## config.mk

```make
export PLATFORM = sky130hd
export DESIGN_NAME = stack_sequence_checker_core
export DESIGN_NICKNAME = d
export VERILOG_FILES = /design/src/rtl/ssc_pkg.sv /design/src/rtl/stack_sequence_checker_core.sv /design/src/rtl/ssc_ram.sv /design/src/rtl/ssc_seq.sv
export SDC_FILE = /design/constraint.sdc
export NUM_CORES = 2
export LEC_CHECK = 0
export BUFFER_PORTS_ARGS = -buffer_cell sky130_fd_sc_hd__buf_2
export CORE_ASPECT_RATIO = 0.5
export CORE_MARGIN = 10
export CORE_UTILIZATION = 45
export CTS_BUF_LIST = sky130_fd_sc_hd__clkbuf_16
export CTS_CLUSTER_DIAMETER = 50
export DETAILED_ROUTE_END_ITERATION = 12
export HOLD_SLACK_MARGIN = 0.08
export PLACE_DENSITY_LB_ADDON = 0.2
export SLEW_MARGIN = 0
export SYNTH_ARGS = -nofsm -noshare
export SYNTH_HDL_FRONTEND = slang
export SYNTH_SLANG_ARGS = --single-unit
```

## constraint.sdc

```tcl
create_clock -name clk -period 19.6 [get_ports clk]
set_input_delay 2.94 -clock clk [delete_from_list [all_inputs] [get_ports clk]]
set_output_delay 2.94 -clock clk [all_outputs]
set_load 0.01 [all_outputs]
```

## src/rtl/ssc_pkg.sv

```systemverilog
// shared types and constants for the stack sequence checker
// no dependencies; imported by ssc_seq and stack_sequence_checker_core
package ssc_pkg;

    // stack and target buffer depth
    localparam int STACK_DEPTH = 256;
    localparam int ADDR_W      = (STACK_DEPTH > 1) ? $clog2(STACK_DEPTH) : 1;
    localparam int CNT_W       = $clog2(STACK_DEPTH + 1);
    localparam int SYM_W       = 8;
    localparam int VERDICT_W   = 2;

    // verdict codes
    typedef enum logic [VERDICT_W-1:0] {
        VERDICT_NO       = 2'd0,
        VERDICT_YES      = 2'd1,
        VERDICT_TOO_LONG = 2'd2
    } verdict_t;

    // sequencer states
    typedef enum logic [1:0] {
        ST_IDLE,
        ST_COMPARE,
        ST_EMIT
    } state_t;

    // memory requests from the sequencer
    typedef struct packed {
        logic              stack_we;
        logic [ADDR_W-1:0] stack_waddr;
        logic [SYM_W-1:0]  stack_wdata;
        logic              stack_re;
        logic [ADDR_W-1:0] stack_raddr;
        logic              target_we;
        logic [ADDR_W-1:0] target_waddr;
        logic [SYM_W-1:0]  target_wdata;
        logic              target_re;
        logic [ADDR_W-1:0] target_raddr;
    } mem_req_t;

    // verdict handed from the sequencer to the output register
    typedef struct packed {
        logic     valid;
        verdict_t verdict;
    } emit_t;

endpackage

```

## src/rtl/stack_sequence_checker_core.sv

```systemverilog
// top level of the stack sequence checker: rams, sequencer, output register
// depends on ssc_pkg, ssc_ram and ssc_seq
//
//  channel  signals                                          direction
//  input    in_valid in_ready source_char target_char last_char  in
//  output   out_valid out_ready verdict                        out
//
// an item is pushed, then compared against the next unmatched target, one compare
// at a time as each ram has a single read port; the stack pops while the top
// matches, until a mismatch, an empty stack or the last buffered target; an item
// past the depth limit is not pushed, and a last item then hands over its verdict
// rst_n clears all counters and the sequencer; ram contents are not cleared.
// a waiting verdict does not block input until the next verdict is ready.
module stack_sequence_checker_core (
    input  logic                       clk,
    input  logic                       rst_n,
    input  logic                       in_valid,
    output logic                       in_ready,
    input  logic [ssc_pkg::SYM_W-1:0]  source_char,
    input  logic [ssc_pkg::SYM_W-1:0]  target_char,
    input  logic                       last_char,
    output logic                       out_valid,
    input  logic                       out_ready,
    output logic [ssc_pkg::VERDICT_W-1:0] verdict
);

    import ssc_pkg::*;

    mem_req_t              mem_req;
    emit_t                 emit;
    logic                  emit_ready;
    logic [SYM_W-1:0]      stack_rdata;
    logic [SYM_W-1:0]      target_rdata;
    logic                  out_valid_reg, out_valid_next;
    logic [VERDICT_W-1:0]  verdict_reg, verdict_next;

    // stack memory
    ssc_ram #(
        .WIDTH (SYM_W),
        .DEPTH (STACK_DEPTH)
    ) u_stack_ram (
        .clk   (clk),
        .we    (mem_req.stack_we),
        .waddr (mem_req.stack_waddr),
        .wdata (mem_req.stack_wdata),
        .re    (mem_req.stack_re),
        .raddr (mem_req.stack_raddr),
        .rdata (stack_rdata)
    );

    // target buffer memory
    ssc_ram #(
        .WIDTH (SYM_W),
        .DEPTH (STACK_DEPTH)
    ) u_target_ram (
        .clk   (clk),
        .we    (mem_req.target_we),
        .waddr (mem_req.target_waddr),
        .wdata (mem_req.target_wdata),
        .re    (mem_req.target_re),
        .raddr (mem_req.target_raddr),
        .rdata (target_rdata)
    );

    // sequencer
    ssc_seq u_seq (
        .clk          (clk),
        .rst_n        (rst_n),
        .in_valid     (in_valid),
        .in_ready     (in_ready),
        .source_char  (source_char),
        .target_char  (target_char),
        .last_char    (last_char),
        .stack_rdata  (stack_rdata),
        .target_rdata (target_rdata),
        .mem_req      (mem_req),
        .emit         (emit),
        .emit_ready   (emit_ready)
    );

    // output register
    assign emit_ready = !out_valid_reg || out_ready;

    always_comb
    begin
        out_valid_next = out_valid_reg;
        verdict_next   = verdict_reg;
        priority if (emit.valid && emit_ready)
        begin
            out_valid_next = 1'b1;
            verdict_next   = emit.verdict;
        end
        else if (out_ready)
        begin
            out_valid_next = 1'b0;
        end
    end

    always_ff @(posedge clk or negedge rst_n)
    begin
        if (!rst_n)
        begin
            out_valid_reg <= 1'b0;
        end
        else
        begin
            out_valid_reg <= out_valid_next;
        end
    end

    always_ff @(posedge clk)
    begin
        verdict_reg <= verdict_next;
    end

    assign out_valid = out_valid_reg;
    assign verdict   = verdict_reg;

    // a push writes both memories together
    a_push_pair: assert property (@(posedge clk) disable iff (!rst_n)
        mem_req.stack_we == mem_req.target_we)
    else $error("stack and target writes out of step");

    // a push never coincides with a stack read
    a_no_stack_rw: assert property (@(posedge clk) disable iff (!rst_n)
        mem_req.stack_we |-> !mem_req.stack_re)
    else $error("stack read during push");

    // no input accepted while the sequencer works on memory compares
    a_no_accept_on_read: assert property (@(posedge clk) disable iff (!rst_n)
        mem_req.stack_re |-> !in_ready)
    else $error("input accepted during pop loop");

    // a delivered verdict is a defined code
    a_verdict_code: assert property (@(posedge clk) disable iff (!rst_n)
        out_valid |-> (verdict == VERDICT_NO || verdict == VERDICT_YES ||
                       verdict == VERDICT_TOO_LONG))
    else $error("undefined verdict code");

endmodule

```

## src/rtl/ssc_ram.sv

```systemverilog
// generic single-write, single-read synchronous ram with registered read
// no dependencies
module ssc_ram #(
    parameter int WIDTH = 8,
    parameter int DEPTH = 256
) (
    input  logic                                   clk,
    input  logic                                   we,
    input  logic [((DEPTH > 1) ? $clog2(DEPTH) : 1)-1:0] waddr,
    input  logic [WIDTH-1:0]                       wdata,
    input  logic                                   re,
    input  logic [((DEPTH > 1) ? $clog2(DEPTH) : 1)-1:0] raddr,
    output logic [WIDTH-1:0]                       rdata
);

    logic [WIDTH-1:0] mem [DEPTH];

    // write port
    always_ff @(posedge clk)
    begin
        if (we)
        begin
            mem[waddr] <= wdata;
        end
    end

    // registered read port, holds when not enabled
    always_ff @(posedge clk)
    begin
        if (re)
        begin
            rdata <= mem[raddr];
        end
    end

endmodule

```

## src/rtl/ssc_seq.sv

```systemverilog
// sequencer: counters, push on accept, pop-while-match loop over the rams, verdict
// depends on ssc_pkg; drives the stack and target rams through mem_req_t
module ssc_seq (
    input  logic                     clk,
    input  logic                     rst_n,
    input  logic                     in_valid,
    output logic                     in_ready,
    input  logic [ssc_pkg::SYM_W-1:0] source_char,
    input  logic [ssc_pkg::SYM_W-1:0] target_char,
    input  logic                     last_char,
    input  logic [ssc_pkg::SYM_W-1:0] stack_rdata,
    input  logic [ssc_pkg::SYM_W-1:0] target_rdata,
    output ssc_pkg::mem_req_t        mem_req,
    output ssc_pkg::emit_t           emit,
    input  logic                     emit_ready
);

    import ssc_pkg::*;

    state_t             state_reg, state_next;
    logic [CNT_W-1:0]   sc_reg, sc_next;
    logic [CNT_W-1:0]   twi_reg, twi_next;
    logic [CNT_W-1:0]   tmi_reg, tmi_next;
    logic               too_long_reg, too_long_next;
    logic               last_reg, last_next;
    logic [SYM_W-1:0]   top_reg, top_next;
    logic               top_fwd_reg, top_fwd_next;
    logic [SYM_W-1:0]   tgt_reg, tgt_next;
    logic               tgt_fwd_reg, tgt_fwd_next;

    logic               full;
    logic               push;
    logic [SYM_W-1:0]   top_val;
    logic [SYM_W-1:0]   tgt_val;
    logic               match;
    logic               pop_more;
    logic [CNT_W-1:0]   sc_dec;
    logic [CNT_W-1:0]   sc_dec2;
    logic [CNT_W-1:0]   tmi_inc;
    verdict_t           verdict_val;

    // shared decode
    assign full     = (twi_reg >= CNT_W'(STACK_DEPTH)) || (sc_reg >= CNT_W'(STACK_DEPTH));
    assign push     = in_valid && !too_long_reg && !full;
    assign top_val  = top_fwd_reg ? top_reg : stack_rdata;
    assign tgt_val  = tgt_fwd_reg ? tgt_reg : target_rdata;
    assign match    = (top_val == tgt_val);
    assign sc_dec   = sc_reg - CNT_W'(1);
    assign sc_dec2  = sc_reg - CNT_W'(2);
    assign tmi_inc  = tmi_reg + CNT_W'(1);
    assign pop_more = match && (sc_dec != '0) && (tmi_inc != twi_reg);

    // verdict of the finished sequence
    always_comb
    begin
        priority if (too_long_reg)
        begin
            verdict_val = VERDICT_TOO_LONG;
        end
        else if (sc_reg == '0)
        begin
            verdict_val = VERDICT_YES;
        end
        else
        begin
            verdict_val = VERDICT_NO;
        end
    end

    // next state
    always_comb
    begin
        state_next = state_reg;
        unique case (state_reg)
            ST_IDLE:
            begin
                if (in_valid)
                begin
                    priority if (push)
                    begin
                        state_next = ST_COMPARE;
                    end
                    else if (last_char)
                    begin
                        state_next = ST_EMIT;
                    end
                    else
                    begin
                        state_next = ST_IDLE;
                    end
                end
            end
            ST_COMPARE:
            begin
                priority if (pop_more)
                begin
                    state_next = ST_COMPARE;
                end
                else if (last_reg)
                begin
                    state_next = ST_EMIT;
                end
                else
                begin
                    state_next = ST_IDLE;
                end
            end
            ST_EMIT:
            begin
                if (emit_ready)
                begin
                    state_next = ST_IDLE;
                end
            end
            default:
            begin
                state_next = ST_IDLE;
            end
        endcase
    end

    // datapath and outputs
    always_comb
    begin
        sc_next       = sc_reg;
        twi_next      = twi_reg;
        tmi_next      = tmi_reg;
        too_long_next = too_long_reg;
        last_next     = last_reg;
        top_next      = top_reg;
        top_fwd_next  = top_fwd_reg;
        tgt_next      = tgt_reg;
        tgt_fwd_next  = tgt_fwd_reg;
        mem_req       = '0;
        in_ready      = 1'b0;
        emit          = '0;
        unique case (state_reg)
            ST_IDLE:
            begin
                in_ready = 1'b1;
                if (in_valid)
                begin
                    last_next = last_char;
                    if (!too_long_reg && full)
                    begin
                        too_long_next = 1'b1;
                    end
                    if (push)
                    begin
                        // push source, buffer target, fetch next unmatched target
                        mem_req.stack_we     = 1'b1;
                        mem_req.stack_waddr  = sc_reg[ADDR_W-1:0];
                        mem_req.stack_wdata  = source_char;
                        mem_req.target_we    = 1'b1;
                        mem_req.target_waddr = twi_reg[ADDR_W-1:0];
                        mem_req.target_wdata = target_char;
                        mem_req.target_re    = 1'b1;
                        mem_req.target_raddr = tmi_reg[ADDR_W-1:0];
                        sc_next      = sc_reg + CNT_W'(1);
                        twi_next     = twi_reg + CNT_W'(1);
                        top_next     = source_char;
                        top_fwd_next = 1'b1;
                        tgt_next     = target_char;
                        tgt_fwd_next = (tmi_reg == twi_reg);
                    end
                end
            end
            ST_COMPARE:
            begin
                if (match)
                begin
                    sc_next  = sc_dec;
                    tmi_next = tmi_inc;
                end
                if (pop_more)
                begin
                    // fetch new top and next target for another compare
                    mem_req.stack_re     = 1'b1;
                    mem_req.stack_raddr  = sc_dec2[ADDR_W-1:0];
                    mem_req.target_re    = 1'b1;
                    mem_req.target_raddr = tmi_inc[ADDR_W-1:0];
                    top_fwd_next = 1'b0;
                    tgt_fwd_next = 1'b0;
                end
            end
            ST_EMIT:
            begin
                emit.valid   = 1'b1;
                emit.verdict = verdict_val;
                if (emit_ready)
                begin
                    sc_next       = '0;
                    twi_next      = '0;
                    tmi_next      = '0;
                    too_long_next = 1'b0;
                end
            end
            default:
            begin
                in_ready = 1'b0;
            end
        endcase
    end

    // control registers
    always_ff @(posedge clk or negedge rst_n)
    begin
        if (!rst_n)
        begin
            state_reg    <= ST_IDLE;
            sc_reg       <= '0;
            twi_reg      <= '0;
            tmi_reg      <= '0;
            too_long_reg <= 1'b0;
            last_reg     <= 1'b0;
            top_fwd_reg  <= 1'b0;
            tgt_fwd_reg  <= 1'b0;
        end
        else
        begin
            state_reg    <= state_next;
            sc_reg       <= sc_next;
            twi_reg      <= twi_next;
            tmi_reg      <= tmi_next;
            too_long_reg <= too_long_next;
            last_reg     <= last_next;
            top_fwd_reg  <= top_fwd_next;
            tgt_fwd_reg  <= tgt_fwd_next;
        end
    end

    // forwarded symbols
    always_ff @(posedge clk)
    begin
        top_reg <= top_next;
        tgt_reg <= tgt_next;
    end

endmodule
```

==> flow_summary.toml <==
[outcome]
outcome = "complete, but fails checks"
failed_checks = "max-capacitance violations"

[global_routing]
antenna_found_initial = 45
grt_pass1_vias = 103825
grt_overflow = 0
grt.total_usage_pct = 28.2
grt_max_degree = 197
grt_pass1_wl_um = 820000

[cts]
clock_sinks = 4164
ctsResizeCount = 0
clk_pin_slew_worst_paths_ns = 0.06
clockBufferDepth = 4
htreeDepth = 5
cts_root_buffer = "clkbuf_16"
clk_latency_ns = 0.98
cts_buffers = 383
post_cts_buffers = 0
cts_tree = "yes"
ctsHoldBuffers = 0

[logic_synthesis]
avgSynthCellArea_sq_um = 14.0
synth_common_cells = "edfxtp_1 (4130), nand2_1 (1834), nor2_1 (919)"
syn_inst = 12045
ys_ff_latch = 4164
synth_top_cell_area_share_pct = 73.5
yosysMostFrequentCell = "edfxtp_1"
syn-cell-area_sq_um = 169000
syn_nets = 12077
synthFlopType = "edfxtp_1"
synth_top_cell_by_area = "edfxtp_1"
yosys_warnings = 0
async_reset_ff_share_pct = 0.817
synth.area.top_cells = "edfxtp_1 (74%), nand2_1 (4.1%), nor2_1 (2.0%)"
synth.distinct_cells = 94
synth-seq-area-share_pct = 74.0
synth_edf_count = 4130

[placement]
dpl-instance-area_sq_um = 175000
gp_congestion = 0.884
io_buffers = 24
hpwlAfterDp_um = 337000

[setup_path]
path_delay_family = "compound AO/OA/AOI/OAI gates"
max_stage_delay_ns = 0.70
arrival_ns = 9.09
startpoint_type = "register"
crit_path_end_kind = "register"
crit_top_cell = "buf_4"
crit_buf_inv = 5
cp_max_fo = 160
cp.required_ns = 20.28
cp_cell_sequence = "ha_1 > xor3_1 > or3_1 > a211oi_2 > o2111a_2 > buf_4 > a2111o_2 > buf_4 > nand2_8 > buf_12 > buf_4 > buf_4 > a211oi_1 > a311oi_1 > a31oi_1 > a32oi_1 > a32oi_1 > nand3_1"
critPathSlowestCell = "a32oi_1"
critPathKind = "register to register"

[floorplan]
die_h_um = 453
die_x_um = 886
start_util_pct = 45.3
rows = 158
io_pins = 25
dieArea_sq_um = 401000
design.core.area_sq_um = 372000

[finish]
multi_input_area_sq_um = 40600
final_area_sq_um = 186000
postLayoutCoreUtil_pct = 50.1
syn2layout_area_growth_pct = 10.5
final_nets = 11917
drive_gt1_share_pct = 10.0
nFillCells = 31405
regArea_sq_um = 125000
top_regs = "u_stack_ram.mem (2048), u_target_ram.mem (2048)"

[route]
via_count = 112149
ant_nets = 0
drc = 0
drt_pass1_iterations = 9
routedWlPerCell_um = 34.3
wl_um = 589000
vias_per_cell = 6.53
drt_iter0_drc = 16635

[sta]
final-setup-viol-count = 0
slew_headroom_pct = 1.36
max_freq_mhz = 119
hold_viol_final = 0
worstMarginPinSlew_ns = 1.47
period_share_pct = 42.9
rsz0062_at_grt = "no"
fin_crit_ns = 8.41
tns_ns = 0
slew_violations = 0
skew_ns = 0.0467

[run]
cap_violations = 2

[power_and_ir_drop]
p_leak_nw = 60.7
ir_drop_v = 0.0000947
power.density_nw_per_um2 = 122

[min_path]
holdCritPathClass = "register to register"
-- routing by layer --
layer  part of all wire, %  GRT usage [%]  routed length, um  vias up
met5                 0.033              0                194        -
met4                   4.7           11.9              27500       22
met3                    12           7.11              71400     1321
met2                    44           42.0             259000     7492
met1                    39           39.5             231000    57165
li1                      -              -                  -    46149
-- report_power, final --
group,switching (W),internal (W)
Combinational,0.00380,0.00114
Clock,0.00342,0.00386
Sequential,0.000108,0.0105
Total,0.00733,0.0154
-- path summary, 6_finish.rpt --
check | from | to | slack, ns | cells after the start
worst max-delay path | u_seq.tmi_reg[0] | u_target_ram.rdata[7] | 11.19 | 18
worst min-delay path | u_seq.last_reg | u_seq.last_reg | 0.51 | 1
worst max register to register | u_seq.tmi_reg[0] | u_target_ram.rdata[7] | 11.19 | 18
worst min register to register | u_seq.last_reg | u_seq.last_reg | 0.51 | 1
max in group asynchronous | rst_n | u_seq.sc_reg[0] | 16.78 | 1
min in group asynchronous | rst_n | u_seq.tmi_reg[5] | 2.12 | 1
-- through the flow --
step	cells	setup WS, ns	power, W	hold WS [ns]
2_1_floorplan	12045	10.96	0.0136	0.480
3_3_place_gp	16460	10.90	0.0155	0.494
3_5_place_dp	16460	10.86	0.0156	0.500
4_1_cts	17149	11.36	0.0227	0.514
5_1_grt	17156	10.86	0.0233	0.536
6_report	17184	11.19	0.0228	0.512
-- cell families after synthesis --
logic type,count (synthesis),synth area share [%]
buffers and inverters,929,2.30
adders and majority gates,11,0.0816
muxes,482,3.15
and+or+nand+nor,3994,10.3
DFF,4164,74.0
AOI/OAI and AO/OA,2426,9.93
xor gates and xnor gates,39,0.211
-- cell type report --
type | count | area share (%)
Sequential cell | 4164 | 67.0
Multi-Input combinational cell | 6952 | 21.7
Clock buffer | 393 | 5.27
Tap cell | 4960 | 3.33
Timing Repair Buffer | 354 | 1.54
Clock inverter | 296 | 1.01
Inverter | 30 | 0.0678
Antenna cell | 35 | 0.0470
-- worst register-to-register path: cells and delay by family, from the launching register on --
kind / cells / cell delay (ns)
adder cells (fa/ha/maj): 1 / 0.59
AO/OA/AOI/OAI: 8 / 2.95
buffers and inverters: 5 / 2.49
AND/OR/NAND/NOR: 3 / 0.96
XOR/XNOR: 1 / 0.50
flip-flops: 1 / 0.66
-- cells in the final DEF (no fill, tap or decap), drive strengths merged, types with 168 or more instances in the layout --
cell,Yosys,final
o21ai,333,333
clkinv,2,168
a21oi,469,469
nand2,1835,1835
a31oi,213,213
a211oi,348,348
nand3,557,557
clkbuf,507,393
and3,189,189
nor2,921,921
buf,392,354
mux2i,340,340
edfxtp,4130,4130
(Power assumes the default switching activity.)
